**config.mk**
```make
export PLATFORM = sky130hd
export DESIGN_NAME = pup_decode
export DESIGN_NICKNAME = d
export VERILOG_FILES = /design/src/pup_pkg.sv /design/src/pup_decode.sv
export SDC_FILE = /design/constraint.sdc
export NUM_CORES = 1
export LEC_CHECK = 0
export BUFFER_PORTS_ARGS = -buffer_cell sky130_fd_sc_hd__buf_4
export CORE_MARGIN = 2
export CORE_UTILIZATION = 55
export DETAILED_ROUTE_END_ITERATION = 8
export PLACE_DENSITY = 0.74
export SETUP_SLACK_MARGIN = 0.5
export SYNTH_ARGS = -nofsm -noshare
export SYNTH_HDL_FRONTEND = slang
export SYNTH_SLANG_ARGS = --single-unit
```
**constraint.sdc**
```tcl
create_clock -name clk -period 4.4 [get_ports clk]
set_input_delay 0.22 -clock clk [delete_from_list [all_inputs] [get_ports clk]]
set_output_delay 0.22 -clock clk [all_outputs]
set_load 0.01 [all_outputs]
```
**src/pup_pkg.sv**
```systemverilog
// ----------------------------------------------------------------------------
// pup_pkg: shared definitions of the picture unit register port
// Memory sizes, register and item codes, and the structs that pass between
// the front-end decoder and the memory pipeline.
// ----------------------------------------------------------------------------
package pup_pkg;

	localparam int PATTERN_BYTES    = 8192;
	localparam int NAME_TABLE_BYTES = 2048;
	localparam int SPRITE_BYTES     = 256;

	localparam int PAT_AW = $clog2(PATTERN_BYTES);
	localparam int NT_AW  = $clog2(NAME_TABLE_BYTES);
	localparam int SPR_AW = $clog2(SPRITE_BYTES);

	localparam logic [13:0] VADDR_NT_BASE  = 14'h2000;
	localparam logic [13:0] VADDR_PAL_BASE = 14'h3F00;
	localparam logic [7:0]  STATUS_BUSY    = 8'hC0;

	typedef enum logic [1:0] {
		KIND_REG_READ  = 2'd0,
		KIND_REG_WRITE = 2'd1,
		KIND_PAT_LOAD  = 2'd2,
		KIND_DMA_BYTE  = 2'd3
	} kind_t;

	typedef enum logic [2:0] {
		REG_CTRL     = 3'd0,
		REG_MASK     = 3'd1,
		REG_STATUS   = 3'd2,
		REG_SPR_ADDR = 3'd3,
		REG_SPR_DATA = 3'd4,
		REG_SCROLL   = 3'd5,
		REG_ADDR     = 3'd6,
		REG_DATA     = 3'd7
	} reg_code_t;

	// Memory requests issued at the acceptance edge.
	typedef struct packed {
		logic              pat_rd;
		logic              pat_wr;
		logic [PAT_AW-1:0] pat_addr;
		logic              nt_rd;
		logic              nt_wr;
		logic [NT_AW-1:0]  nt_addr;
		logic              spr_rd;
		logic              spr_wr;
		logic [SPR_AW-1:0] spr_addr;
		logic [7:0]        wdata;
	} mem_req_t;

	// What the second stage needs to finish an item.
	typedef struct packed {
		logic [7:0]  rd;
		logic        rd_from_spr;
		logic        rd_from_buf;
		logic        buf_load;
		logic        buf_from_nt;
		logic        vw_valid;
		logic [13:0] vw_addr;
		logic [7:0]  vw_data;
	} item_info_t;

	// Palette index with the backdrop entries of the sprite half folded down.
	function automatic logic [4:0] pal_slot(input logic [13:0] addr);
		logic [4:0] idx;
		idx = addr[4:0];
		if (idx[4] && (idx[1:0] == 2'b00)) begin
			idx[4] = 1'b0;
		end
		return idx;
	endfunction

endpackage

```
**src/pup_decode.sv**
```systemverilog
// ----------------------------------------------------------------------------
// pup_decode: register front end of the picture unit register port
// Holds the register state and the palette, decodes each item and issues
// the memory requests and the second-stage information for it.
// ----------------------------------------------------------------------------
module pup_decode
	import pup_pkg::*;
(
	input  logic             clk,
	input  logic             arst_n,
	input  logic             take,
	input  logic [1:0]       kind,
	input  logic [2:0]       reg_req,
	input  logic [7:0]       data,
	input  logic [12:0]      load_address,
	input  logic [7:0]       dma_offset,
	output mem_req_t         mem_req,
	output item_info_t       info
);

	logic        inc32_q;
	logic [7:0]  spr_ptr_q;
	logic        toggle_q;
	logic        phase_q;
	logic [13:0] latch_q;
	logic [13:0] vaddr_q;
	logic [5:0]  pal_q [32];

	logic        inc32_d;
	logic [7:0]  spr_ptr_d;
	logic        toggle_d;
	logic        phase_d;
	logic [13:0] latch_d;
	logic [13:0] vaddr_d;
	logic        pal_wr;
	logic        is_nt;
	logic        is_pal;
	logic [13:0] vaddr_step;
	logic [4:0]  pal_idx;

	assign is_pal     = (vaddr_q >= VADDR_PAL_BASE);
	assign is_nt      = (vaddr_q >= VADDR_NT_BASE) && !is_pal;
	assign vaddr_step = vaddr_q + (inc32_q ? 14'd32 : 14'd1);
	assign pal_idx    = pal_slot(vaddr_q);

	// Mask and scroll values affect nothing the port reports, so they are not
	// kept; the read buffer lives in the second stage.
	always_comb begin
		mem_req   = '0;
		info      = '0;
		inc32_d   = inc32_q;
		spr_ptr_d = spr_ptr_q;
		toggle_d  = toggle_q;
		phase_d   = phase_q;
		latch_d   = latch_q;
		vaddr_d   = vaddr_q;
		pal_wr    = 1'b0;
		mem_req.wdata    = data;
		mem_req.pat_addr = vaddr_q[PAT_AW-1:0];
		mem_req.nt_addr  = vaddr_q[NT_AW-1:0];
		mem_req.spr_addr = spr_ptr_q;
		unique case (kind)
			KIND_REG_READ: begin
				unique case (reg_req)
					REG_STATUS: begin
						toggle_d = 1'b0;
						phase_d  = !phase_q;
						info.rd  = phase_q ? STATUS_BUSY : 8'h00;
					end
					REG_SPR_DATA: begin
						mem_req.spr_rd   = 1'b1;
						info.rd_from_spr = 1'b1;
					end
					REG_DATA: begin
						// The buffer is refilled from the name table for palette reads,
						// since the palette sits over a mirror of it.
						info.buf_load = 1'b1;
						if (is_pal) begin
							mem_req.nt_rd    = 1'b1;
							info.buf_from_nt = 1'b1;
							info.rd          = {2'b00, pal_q[pal_idx]};
						end else if (is_nt) begin
							mem_req.nt_rd    = 1'b1;
							info.buf_from_nt = 1'b1;
							info.rd_from_buf = 1'b1;
						end else begin
							mem_req.pat_rd   = 1'b1;
							info.rd_from_buf = 1'b1;
						end
						vaddr_d = vaddr_step;
					end
					default: begin
					end
				endcase
			end
			KIND_REG_WRITE: begin
				unique case (reg_req)
					REG_CTRL:     inc32_d = data[2];
					REG_SPR_ADDR: spr_ptr_d = data;
					REG_SPR_DATA: begin
						mem_req.spr_wr = 1'b1;
						spr_ptr_d      = spr_ptr_q + 8'd1;
					end
					REG_SCROLL: toggle_d = !toggle_q;
					REG_ADDR: begin
						if (!toggle_q) begin
							latch_d = {data[5:0], 8'h00};
						end else begin
							latch_d = latch_q | {6'b0, data};
							vaddr_d = latch_d;
						end
						toggle_d = !toggle_q;
					end
					REG_DATA: begin
						pal_wr         = is_pal;
						mem_req.nt_wr  = is_nt;
						info.vw_valid  = is_pal || is_nt;
						info.vw_addr   = (is_pal || is_nt) ? vaddr_q : 14'd0;
						info.vw_data   = (is_pal || is_nt) ? data : 8'h00;
						vaddr_d        = vaddr_step;
					end
					default: begin
					end
				endcase
			end
			KIND_PAT_LOAD: begin
				mem_req.pat_wr   = 1'b1;
				mem_req.pat_addr = load_address[PAT_AW-1:0];
			end
			default: begin
				mem_req.spr_wr   = 1'b1;
				mem_req.spr_addr = spr_ptr_q + dma_offset;
			end
		endcase
		if (!take) begin
			mem_req.pat_rd = 1'b0;
			mem_req.pat_wr = 1'b0;
			mem_req.nt_rd  = 1'b0;
			mem_req.nt_wr  = 1'b0;
			mem_req.spr_rd = 1'b0;
			mem_req.spr_wr = 1'b0;
			pal_wr         = 1'b0;
		end
	end

	always_ff @(posedge clk or negedge arst_n) begin
		if (!arst_n) begin
			inc32_q   <= 1'b0;
			spr_ptr_q <= 8'h00;
			toggle_q  <= 1'b0;
			phase_q   <= 1'b0;
			latch_q   <= 14'd0;
			vaddr_q   <= 14'd0;
			for (int i = 0; i < 32; i++) begin
				pal_q[i] <= 6'd0;
			end
		end else if (take) begin
			inc32_q   <= inc32_d;
			spr_ptr_q <= spr_ptr_d;
			toggle_q  <= toggle_d;
			phase_q   <= phase_d;
			latch_q   <= latch_d;
			vaddr_q   <= vaddr_d;
			if (pal_wr) begin
				pal_q[pal_idx] <= data[5:0];
			end
		end
	end

endmodule

```
### After elaboration in Yosys (flattened, before gate mapping)

Index checks and enable logic that the tools add are counted.

* add/sub/neg operators: 3
* magnitude comparators: 4
* equality and inequality tests: 13
* muxes and demuxes: 48
* bitwise gates (word level): 2
* reduce and logical (&&, ||, !) cells: 22

Operators by type and width (number)
* 192-bit bitwise mux: 1
* 14-bit two-way mux: 5
* 14-bit one-hot mux with 2 select lines: 2
* 23-bit two-way mux: 2
* 8-bit one-hot mux with 2 select lines: 2
* 6-bit binary-select mux with 5-bit select: 1
* 6-bit demux with 5-bit select: 1
* 6-bit two-way mux: 5
* 14-bit greater-or-equal comparator (second input constant): 2
* 8-bit two-way mux: 3
* 1-bit two-way mux: 19
* 14-bit by 6-bit adder with 14-bit output: 1
* 14-bit by 8-bit bitwise OR with 14-bit output: 1
* 3-bit == test (second input constant): 4
* 12-bit two-way mux: 1
* 3-bit AND reduction: 4
* 8-bit by 1-bit adder with 8-bit output (second input constant): 1
* 8-bit adder: 1
* 3-bit by 2-bit == test with 1-bit output (second input constant): 2
* 6-bit greater-or-equal comparator (second input constant): 1
* 6-bit by 1-bit less-than comparator with 1-bit output (second input constant): 1
* 2-bit two-way mux: 3
* 5-bit inverter with 6-bit output: 1
* 5-bit AND reduction: 1
* other kinds (18): 27

* bits in registers: 231
* output and inout bits: 81

### Depth between registers and ports, before layout

Gate-level depths: netlist (run 1).

* depth in word-level cells: 10
* mapped depth: 8

### Worst setup path before layout (run 1)

Ideal clock, no wire load.

* path type: register to output
* from: register vaddr_q[0]
* to: output port info[32] (netlist bit)
* arrival time: 2.197 ns
* required time: 4.180 ns
* path slack: 1.983 ns
* cell stages (with the launch flop): 7
* path buffers: 3
* cells stage by stage: dfrtp_1 -> buf_2 -> buf_1 -> buf_2 -> mux4_2 -> a22oi_1 -> a31oi_1

RTL lines
* start: declaration: RTL line pup_decode.sv:26 `logic [13:0] vaddr_q;`
* start signal: assignment: RTL line pup_decode.sv:163 `vaddr_q <= vaddr_d;`
* end: declaration: RTL line pup_decode.sv:18 `output item_info_t info`

==> summary.txt, run 1 <==
Timing
  • Slew margin rel.: 22.40%
  • Tcrit/Tclk final: 75.11%
  • Unrepaired setup endpoints after global routing: no
  • Hold slack: ~0.018 ns
  • Clock Skew: 0.01567 ns
  • TNS Setup: 0 ns
  • Minimum clock period: 3.305 ns
  • Final setup margin: 1.095 ns
  • Hold Vio Cnt, Final: 0
  • Peak Freq: 0.3026 GHz
  • Final Max Tran Viols: 0
  • Final setup viols: 0
  • Worst-margin pin slew: 1.162 ns

Floorplan
  • Num rows: 51
  • Die X: 144.9 um
  • IO Pins: 118
  • Initial core utilization: 56.10%
  • Core Area: 19460 um2
  • Area of the die: 21000 um2
  • Chip Height: around 140 um

Cells and area
  • Filler cell count: 1501
  • Syn-to-layout area delta: 15.03%
  • Nets: 1045
  • Final std cells w/o fill: 1276
  • ANT cells: 0
  • Share of cells above drive strength 1: 39.37%

Clock network
  • Hold_buf cts: 1
  • Later-pin clock latency in the skew report: roughly 0.50 ns
  • Root Driver: clkbuf_16
  • CTS tree: done
  • CTS H-tree depth: 1
  • Post-CTS sizing: 0
  • Clock slew at reported path FFs: ~0.060 ns
  • Max clock buf depth: 3
  • Cts bufs inserted: 22
  • Post-CTS setup buffer count: 0
  • Clock Sink Count: 207

Pwr
  • Internal: 0.003636 W
  • Sequential share of power: around 42%
  • Power per cell area: 414.8 nW/um2
  • Clock power share: 36.1%
  • Proportion of power drawn by combinational gates: 21.6%
  • Switching portion of total power: a little under a third
  • LEAKAGE: between 6 and 7 nW
  • Pwr Total: approximately 0.0052 W
  • NetSw: 0.001573 W
  • Worst vdd ir: 342.7 uV

Synth
  • Mapped Cells: 931
  • Net Count, Synth: 980
  • Largest cells by area after synthesis: dfrtp_1, mux2_2, mux4_2
  • EDFF count, synth: 0
  • Yosys top cell area share: 47.44%
  • Synth cell types: 60
  • Sequential area share after synthesis: 47.44%
  • Most common cell in the netlist: dfrtp_1
  • Yosys warns: 0
  • Ys async rst share: 100.0%
  • Most frequent cells after synthesis: dfrtp_1, mux2_2, nand2_1
  • Main synth FF type: dfrtp_1
  • Post-Syn Area: ~11000 um2
  • Mean Syn Cell Area: 11.73 um2
  • Yosys top cell by area: dfrtp_1
  • Synthesis-stage register bit count: ~210

Setup path
  • Worst reg2reg path depth: 5
  • Reg-to-reg critical path startpoint: vaddr_q[9]
  • Slowest-stage cell, CP: dfrtp_2
  • WS Path Type: reg2out
  • Internal reg-to-reg setup slack: 1.39 ns
  • Max incr delay on CP: 0.87 ns
  • Critical path, cell by cell: buf_12 > mux4_2 > a22o_1 > o21ai_0 > a21oi_1 > buf_4
  • CP bufs+invs: 2
  • Cell family with most CP delay: flip-flops
  • Crit path launch type: flop
  • Critical-path maximum fanout: 33
  • Worst EP arrival: approximately 3.1 ns
  • WP data required: 4.18 ns
  • Crit path capture type: output port
  • R2r endpoint: pal_q[183]

Global routing
  • Initial antenna violation count: 0
  • GR Util All Layers: 25.70%
  • First-pass GRT wire length: 43380 um
  • Met3 usage: 3.679%
  • Met1 usage: 36.13%
  • Global route hottest layer: met2
  • Vias in the first global route: 7715
  • Largest net degree at the start of global routing: approximately 130
  • Met2 Use GR: 42.60%
  • GRT Residual Overflow: 0

Route
  • Vias per std cell: about 6
  • Routed WL: roughly 27000 um
  • Initial DRC count: 606
  • Vias: 7847
  • Drt drc: 0
  • WL/cell: 21.22 um
  • Routed Antenna Nets: 0
  • Pre-antenna DRT Iters: 5

Status
  • Status: finished, final reports clean

Hold path
  • HP Start: data[6]
  • Hold Crit Depth: 3
  • WHS Endpoint: latch_q[6]
  • Hold crit path type: in2reg

Placed design
  • Pre-CTS WS: 1.482 ns
  • GP Congestion: between 0.8 and 0.9
  • Placed Cells: between 1000 and 1500
  • Port Buffers: 117
  • Post-detail-place hpwl: ~18000 um

Flow run
  • Max_cap viols: 0
[metrics by stage]
stage | util (%) | area [um2]
after CTS | 64.54 | 12560
after detailed placement | 60.68 | 11810
final | 64.54 | 12560
after floorplan | - | 10920
after global placement | 60.68 | 11810
after global routing | 64.54 | 12560
[state kept, by name (all words and copies together), names as in the netlist]
| signal | flops |
|---|---|
| latch_q | 14 |
| spr_ptr_q | 8 |
| phase_q | 1 |
| vaddr_q | 14 |
| inc32_q | 1 |
| toggle_q | 1 |
| pal_q | 168 |
[cells by family after synthesis]
| logic type | share of synthesized area (%) |
|---|---|
| flops | 47.44 |
| mux | 26.38 |
| xor+xnor | 0.5615 |
| compound gates | 9.820 |
| simple gates | 10.13 |
| fa+ha+maj | 1.444 |
| buf+inv | 4.228 |
[final cells by class]
class                   count  area, um2  share of cell area [%]
inverters                   9      33.78                  0.2690
flip-flops and latches    207       5182                   41.26
clock buffers              35      670.6                   5.339
repair buffers            128      994.7                   7.919
multi-input cells         628       5278                   42.02
well taps                 265      331.6                   2.640
clock inverters             4      70.07                  0.5578
[metal layers]
metal | wire length [um] | share of wire [%]
met2 | 13110 | 48
met4 | 493 | 1.8
met1 | 11930 | 44
met3 | 1542 | 5.7
met5 | 0 | 0
[tightest hold or removal path, cell delays in order]
cell,delay (ns)
buf_4,0.12
a21oi_1,0.07
nor2_1,0.07
[how the worst max path moves through the flow]
stage | slack [ns] | to | depth (start not counted) | from
5_1_grt | 0.98 | info[29] | 6 | vaddr_q[0]
3_3_place_gp | 1.46 | pal_q[157] | 5 | vaddr_q[9]
3_5_place_dp | 1.48 | pal_q[111] | 5 | vaddr_q[9]
6_report | 1.09 | info[29] | 6 | vaddr_q[0]
2_1_floorplan | 1.98 | info[32] | 6 | vaddr_q[0]
4_1_cts | 1.07 | info[29] | 6 | vaddr_q[0]
[power by group through the flow]
stage                     registers, W  logic [W]  clock network, W
after floorplan                0.00212   0.000826                 0
after global placement         0.00223    0.00111                 0
after detailed placement       0.00223    0.00112                 0
after CTS                      0.00220    0.00113           0.00191
after global routing           0.00222    0.00122           0.00200
final                          0.00221    0.00112           0.00188
[layout by cell type, fill, tap and decap left out, drive strengths merged, types with 25 or more instances in the layout]
cell,count
buf,126
a21oi,39
nand2,70
nor2,49
mux2,204
clkbuf,36
and2,25
dfrtp,207
o21ai,29
Note: power is estimated with default switching activity, not from simulation.
==> run 2: changes to the inputs <==
==> constraint.sdc (replaced) <==
create_clock -name clk -period 3.2 [get_ports clk]
set_input_delay 0.16 -clock clk [delete_from_list [all_inputs] [get_ports clk]]
set_output_delay 0.16 -clock clk [all_outputs]
set_load 0.01 [all_outputs]
==> run 2 against run 1 <==
Compared with the run above: combinational power rose by 71%; clock power increased by 47%; hold slack improved by 0.027 ns; register-to-register slack got worse by 0.83 ns; critical path type unchanged.
==> summary.txt, run 2 (synthesized netlist as in run 1, its figures left out) <==
Pwr
  • Worst vdd ir: 451.3 uV (+32%)
  • LEAKAGE: 6.231 nW (+3.7%)
  • Power per cell area: 585.4 nW/um2 (+41%)

Setup path
  • CP bufs+invs: 3 (+1)
  • Crit path launch: vaddr_q[0]
  • Slowest-stage cell, CP: dfrtp_4
  • Worst reg2reg path depth: 5 (unchanged)
  • Crit path launch type: flop
  • WP data required: 3.04 ns (-1.14 ns)
  • R2r endpoint: pal_q[51]
  • Worst EP arrival: 2.58 ns (-0.51 ns)
  • Critical-path maximum fanout: 12 (-64%)
  • Reg-to-reg critical path startpoint: vaddr_q[9]
  • Worst Setup EP: info[27]
  • Internal reg-to-reg setup slack: 0.56 ns (-0.83 ns)
  • Crit path depth: 8 (+2)
  • Crit path capture type: output port
  • WS Path Type: reg2out
  • Max incr delay on CP: 0.54 ns (-0.33 ns)
  • Most Frequent Cell on Critical Path: buf_4
  • Cell family with most CP delay: compound AO/OA/AOI/OAI gates
  • Critical path, cell by cell: buf_4 > nor2b_4 > buf_6 > a221oi_1 > a21oi_2 > a22oi_2 > a31oi_1 > buf_4

Cells and area
  • Largest register FFs: 168 (unchanged)
  • Final std cells w/o fill: 1305 (+2.3%)
  • ANT cells: 0 (unchanged)
  • Filler cell count: 1407 (-6.3%)
  • Top flop regs: pal_q: 168 flops, latch_q: 14 flops, vaddr_q: 14 flops
  • Share of cells above drive strength 1: 45.00% (+5.6 points)
  • Footprint of the multi-input gates: 5474 um2 (+3.7%)
  • Commonest non-fill, non-tap cell in the layout: dfrtp_1
  • Largest reg by FF count: pal_q
  • Most frequent cells in the layout: dfrtp_1, mux2_2, buf_4
  • Nets: 1073 (+2.7%)
  • Final Instance Area: 13080 um2 (+4.1%)
  • Syn-to-layout area delta: 19.77%
  • Register area: 5190 um2 (+0.14%)
  • Fin util: 67.19% (+2.7 points)

Clock network
  • Later-pin clock latency in the skew report: 0.51 ns (about the same)
  • CTS H-tree depth: 1 (unchanged)
  • Clock Sink Count: 207 (unchanged)
  • Clock slew at reported path FFs: 0.06 ns (about the same)
  • CTS tree: done
  • Cts bufs inserted: 22 (unchanged)
  • Max clock buf depth: 3 (unchanged)
  • Root Driver: clkbuf_16

Timing
  • Final setup margin: 0.4569 ns (-0.6381 ns)
  • Tcrit/Tclk final: 85.72%
  • Unrepaired setup endpoints after global routing: yes
  • Peak Freq: 0.3646 GHz
  • Clock Skew: 0.01976 ns (+0.004085 ns)
  • Minimum clock period: 2.743 ns
  • Slew margin rel.: 39.50% (+17 points)
  • Final Max Tran Viols: 0 (unchanged)
  • Worst-margin pin slew: 0.9042 ns (-0.2574 ns)
  • Final setup viols: 0 (unchanged)
  • TNS Setup: 0 ns (unchanged)
  • Hold Vio Cnt, Final: 0 (unchanged)

Global routing
  • GR Util All Layers: 25.93% (+0.24 points)
  • Largest net degree at the start of global routing: 95 (-26%)
  • Vias in the first global route: 8004 (+3.7%)
  • First-pass GRT wire length: 43800 um (+0.97%)
  • Initial antenna violation count: 0 (unchanged)
  • GRT Residual Overflow: 0 (unchanged)

Hold path
  • Hold Crit Depth: 4 (+1)
  • Hold crit path type: in2reg

Route
  • Pre-antenna DRT Iters: 5 (unchanged)
  • Initial DRC count: 558 (-7.9%)
  • WL/cell: 21.40 um (+0.87%)
  • Drt drc: 0 (unchanged)
  • Vias per std cell: 6.120 (-0.48%)
  • Routed Antenna Nets: 0 (unchanged)
  • Routed WL: 27930 um (+3.2%)
  • Vias: 7987 (+1.8%)

Placed design
  • GP Congestion: 0.8330 (+0.91%)
  • Post-detail-place hpwl: 17750 um (+1.3%)
  • Placed Cells: 1248 (+0.97%)
  • Placed Instance Area: 11910 um2 (+0.87%)
  • Pre-CTS WS: 0.4582 ns (-1.023 ns)
  • Port Buffers: 117 (unchanged)

Floorplan
  • Chip Height: 144.9 um (unchanged)
  • Num rows: 51 (unchanged)
  • Die X: 144.9 um (unchanged)
  • Area of the die: 21000 um2 (unchanged)
  • Core Area: 19460 um2 (unchanged)
  • Initial core utilization: 56.10% (unchanged)
  • IO Pins: 118 (unchanged)

Status
  • Status: finished, final reports clean

Flow run
  • Max_cap viols: 0 (unchanged)
run 2: through the flow:
stage / hold slack [ns] / total power, W
after floorplan: -0.1356 / 0.004046
after global placement: 0.3072 / 0.004625
after detailed placement: 0.3082 / 0.004659
after CTS: 0.03725 / 0.007505
after global routing: 0.09080 / 0.007962
final: 0.04548 / 0.007656
run 2: power breakdown:
part / internal, W / switching (W)
sequential: 0.00276 / 0.000228
combinational: 0.000830 / 0.00108
clock: 0.00172 / 0.00104
run 2: cell type report:
type | instances | share of cell area (%)
clock buffers | 28 | 4.851
flip-flops and latches | 207 | 39.69
multi-input cells | 628 | 41.86
inverters | 9 | 0.2583
clock inverters | 12 | 1.225
repair buffers | 156 | 9.587
well taps | 265 | 2.535
run 2: repair_timing:
item	4_1_cts	5_1_grt
gates resized for setup	17	33
hold buffers	4	0
buffers inserted	6	5
endpoints found under the hold margin	94	0
pin swaps	1	12
cloned	0	2
setup endpoints to repair	32	33
run 2: per-layer routing:
layer	vias up	share of wire, %	global-route usage [%]
li1	3583	-	-
met1	4030	43	35.16
met2	322	48	43.24
met3	52	6.3	4.057
met4	0	2.6	8.168
met5	-	0	0
run 2: worst min-delay path by stage:
stage                  from  slack [ns]           to
floorplan            arst_n       -0.14      inc32_q
global placement     arst_n        0.31  vaddr_q[10]
detailed placement   arst_n        0.31  vaddr_q[11]
CTS                 kind[1]        0.04      phase_q
global route        kind[1]        0.09      phase_q
finish              kind[1]        0.05      phase_q
run 2: worst register-to-register path, stage by stage, from the launching register on:
cell	delay, ns
dfrtp_1	0.46
nand3_2	0.13
or4_4	0.61
or3_1	0.58
nor2_2	0.34
mux2_2	0.38
==> run 3: changes to the inputs <==
--- a/config.mk
+++ b/config.mk
@@ -5,12 +5,14 @@
 export SDC_FILE = /design/constraint.sdc
 export NUM_CORES = 1
 export LEC_CHECK = 0
+export ABC_AREA = 1
 export BUFFER_PORTS_ARGS = -buffer_cell sky130_fd_sc_hd__buf_4
+export CORE_ASPECT_RATIO = 0.75
 export CORE_MARGIN = 2
 export CORE_UTILIZATION = 55
 export DETAILED_ROUTE_END_ITERATION = 8
 export PLACE_DENSITY = 0.74
-export SETUP_SLACK_MARGIN = 0.5
+export SETUP_SLACK_MARGIN = 0.2
 export SYNTH_ARGS = -nofsm -noshare
 export SYNTH_HDL_FRONTEND = slang
 export SYNTH_SLANG_ARGS = --single-unit
==> run 3 against run 2 <==
Compared with the run above: critical path depth is the same; first-iteration DRC count grew 98%; setup slack lost 0.086 ns; via count grew 40%; total power grew 6.7%; clock power shrank 8.0%; die area grew 10%; synthesized cell count grew 92%; wire length grew 20%; sequential cell count is the same; final cell count grew 64%; hold slack lost 0.012 ns; critical path type unchanged; largest power group unchanged.
==> summary.txt, run 3 <==
Timing
  • Final setup viols: 0 (unchanged)
  • Final Max Tran Viols: 0 (unchanged)
  • Clock Skew: 0.02244 ns (+0.002685 ns)
  • Unrepaired setup endpoints after global routing: no
  • Tcrit/Tclk final: 88.40% (+2.7 points)
  • Slew margin rel.: 44.58% (+5.1 points)
  • TNS Setup: 0 ns (unchanged)
  • Peak Freq: 0.3535 GHz (-3.0%)
  • Hold Vio Cnt, Final: 0 (unchanged)
  • Minimum clock period: 2.829 ns (+0.08576 ns)
  • Worst-margin pin slew: 0.8293 ns (-0.07490 ns)

Synth
  • Yosys top cell area share: 42.89% (-4.6 points)
  • Synthesis-stage register bit count: 207 (unchanged)
  • Synth Area in XOR/XNOR: 0.1450% (-0.42 points)
  • Compound-cell area share of the yosys netlist: 12.85% (+3.0 points)
  • Ys async rst share: 100.0% (unchanged)
  • Yosys warns: 0 (unchanged)
  • Sequential area share after synthesis: 42.89% (-4.6 points)
  • Mean Syn Cell Area: 6.759 um2 (-42%)
  • Largest family of logic cells by synthesized area: simple AND/OR/NAND/NOR gates
  • Most frequent cells after synthesis: nand2_1, inv_1, dfrtp_1
  • EDFF count, synth: 0 (unchanged)
  • Synth cell types: 40 (-33%)
  • Most common cell in the netlist: nand2_1
  • Post-Synth Simple-Gate Area: 27.73% (+18 points)
  • Yosys top cell by area: dfrtp_1
  • Net Count, Synth: 1836 (+87%)
  • Post-Syn Area: 12080 um2 (+11%)
  • Adder-Cell Fraction of Synth Area: 1.305% (-0.14 points)
  • Post-synthesis mux area share: 0% (-26 points)
  • Largest cells by area after synthesis: dfrtp_1, nand2_1, inv_1
  • Main synth FF type: dfrtp_1
  • Mapped Cells: 1787 (+92%)

Global routing
  • Largest net degree at the start of global routing: 90 (-5.3%)
  • Global route hottest layer: met2
  • GRT Residual Overflow: 0 (unchanged)
  • Initial antenna violation count: 0 (unchanged)
  • Met2 Use GR: 44.86% (+1.6 points)
  • Met1 usage: 44.04% (+8.9 points)
  • First-pass GRT wire length: 54310 um (+24%)
  • Met3 usage: 3.547% (-0.51 points)
  • GR Util All Layers: 29.08% (+3.1 points)
  • Vias in the first global route: 10330 (+29%)

Cells and area
  • Final Instance Area: 13660 um2 (+4.4%)
  • Top flop regs: pal_q: 168 flops, latch_q: 14 flops, vaddr_q: 14 flops
  • Syn-to-layout area delta: 13.07%
  • ANT cells: 0 (unchanged)
  • Fin util: 63.96% (-3.2 points)
  • Largest register FFs: 168 (unchanged)
  • Share of cells above drive strength 1: 10.24% (-35 points)
  • Most frequent cells in the layout: nand2_1, inv_1, dfrtp_1
  • Nets: 1892 (+76%)
  • Commonest non-fill, non-tap cell in the layout: nand2_1
  • Final std cells w/o fill: 2144 (+64%)
  • Largest reg by FF count: pal_q

Clock network
  • Max clock buf depth: 3 (unchanged)
  • Cts bufs inserted: 22 (unchanged)
  • Root Driver: clkbuf_16
  • Post-CTS setup buffer count: 0 (-6)
  • Later-pin clock latency in the skew report: 0.52 ns (about the same)
  • CTS H-tree depth: 1 (unchanged)
  • CTS tree: done
  • Clock slew at reported path FFs: 0.07 ns (about the same)
  • Clock Sink Count: 207 (unchanged)

Setup path
  • WS Path Type: reg2out
  • Crit path launch type: flop
  • Slowest-stage cell, CP: nor2_1
  • Max incr delay on CP: 0.60 ns (+0.06 ns)
  • Crit path capture type: output port
  • Internal reg-to-reg setup slack: 0.82 ns (+0.26 ns)
  • WP data required: 3.04 ns (about the same)
  • Worst EP arrival: 2.67 ns (+0.09 ns)
  • Worst Setup EP: info[27]
  • Worst reg2reg path depth: 6 (+1)
  • Crit path launch: vaddr_q[1]
  • Reg-to-reg critical path startpoint: vaddr_q[1]
  • R2r endpoint: pal_q[163]
  • Critical path, cell by cell: o21ai_2 > nand2_1 > nor2_1 > nand2_1 > nand2_1 > nor2_1 > a21oi_1 > buf_4
  • Most Frequent Cell on Critical Path: nand2_1
  • Critical-path maximum fanout: 10 (-2)

Pwr
  • Power per cell area: 598.4 nW/um2 (+2.2%)
  • Worst vdd ir: 497.9 uV (+10%)
  • LEAKAGE: 7.195 nW (+15%)

Route
  • WL/cell: 15.61 um (-27%)
  • Vias per std cell: 5.215 (-15%)
  • Initial DRC count: 1104 (+98%)
  • Vias: 11180 (+40%)
  • Drt drc: 0 (unchanged)
  • Pre-antenna DRT Iters: 6 (+1)
  • Routed WL: 33460 um (+20%)
  • Routed Antenna Nets: 0 (unchanged)

Hold path
  • Hold crit path type: in2reg

Floorplan
  • IO Pins: 118 (unchanged)
  • Num rows: 46 (-9.8%)
  • Initial core utilization: 56.56% (+0.46 points)
  • Area of the die: 23170 um2 (+10%)
  • Core Area: 21350 um2 (+9.7%)
  • Die X: 175.1 um (+21%)
  • Chip Height: 132.3 um (-8.7%)

Placed design
  • Placed Cells: 2104 (+69%)
  • Post-detail-place hpwl: 22380 um (+26%)
  • Placed Instance Area: 12910 um2 (+8.4%)
  • Port Buffers: 117 (unchanged)
  • GP Congestion: 0.9532 (+14%)

Status
  • Status: finished, final reports clean

Flow run
  • Max_cap viols: 0 (unchanged)
[run 3: metrics by stage]
stage	power (W)	worst slack (ns)	hold slack [ns]
5_1_grt	0.008623	0.2721	0.04927
3_3_place_gp	0.005588	0.9709	0.2799
4_1_cts	0.008158	0.4232	0.02051
2_1_floorplan	0.004713	1.519	-0.1356
3_5_place_dp	0.005614	0.9656	0.2913
6_report	0.008172	0.3711	0.03314
[run 3: worst max-delay path, delay by kind of cell, from the launching register on]
family	cells	cell delay, ns
simple gates	5	1.03
flops	1	0.48
compound gates	2	0.49
buf+inv	1	0.17
[run 3: how the worst min path moves through the flow]
stage / slack [ns] / depth (start not counted) / startpoint / end
2_1_floorplan: -0.14 / 0 / arst_n / inc32_q
4_1_cts: 0.02 / 4 / reg_req[0] / inc32_q
3_3_place_gp: 0.28 / 1 / arst_n / spr_ptr_q[2]
6_report: 0.03 / 4 / reg_req[0] / inc32_q
5_1_grt: 0.05 / 3 / data[6] / spr_ptr_q[6]
3_5_place_dp: 0.29 / 1 / arst_n / spr_ptr_q[1]
[run 3: routing by layer]
| layer | part of all wire (%) | wire length (um) |
|---|---|---|
| met5 | 0 | 0 |
| met4 | 1.9 | 637 |
| met3 | 7.1 | 2377 |
| met2 | 44 | 14740 |
| met1 | 47 | 15700 |
[run 3: layout make-up]
type / instances / area (um2)
repair buffers: 139 / 1074
flip-flops and latches: 207 / 5181
clock inverters: 7 / 70.07
multi-input cells: 1139 / 5076
fillers: 1943 / 7696
well taps: 288 / 360.3
clock buffers: 30 / 641.9
inverters: 334 / 1254
[run 3: power breakdown]
part | switching, W | internal, W
Combinational | 0.00186 | 0.000863
Sequential | 0.000168 | 0.00275
Clock | 0.00106 | 0.00148
Total | 0.00308 | 0.00509
[run 3: cell families after synthesis]
group	after synthesis
AOI/OAI and AO/OA	300
xor gates and xnor gates	2
adders and majority gates	12
buffers and inverters	441
DFF	207
and+or+nand+nor	825
[run 3: repair_timing]
action,CTS,global route
hold endpoints to repair,85,0
hold buffers,3,0
resized for setup,0,1
setup endpoints to repair,0,1
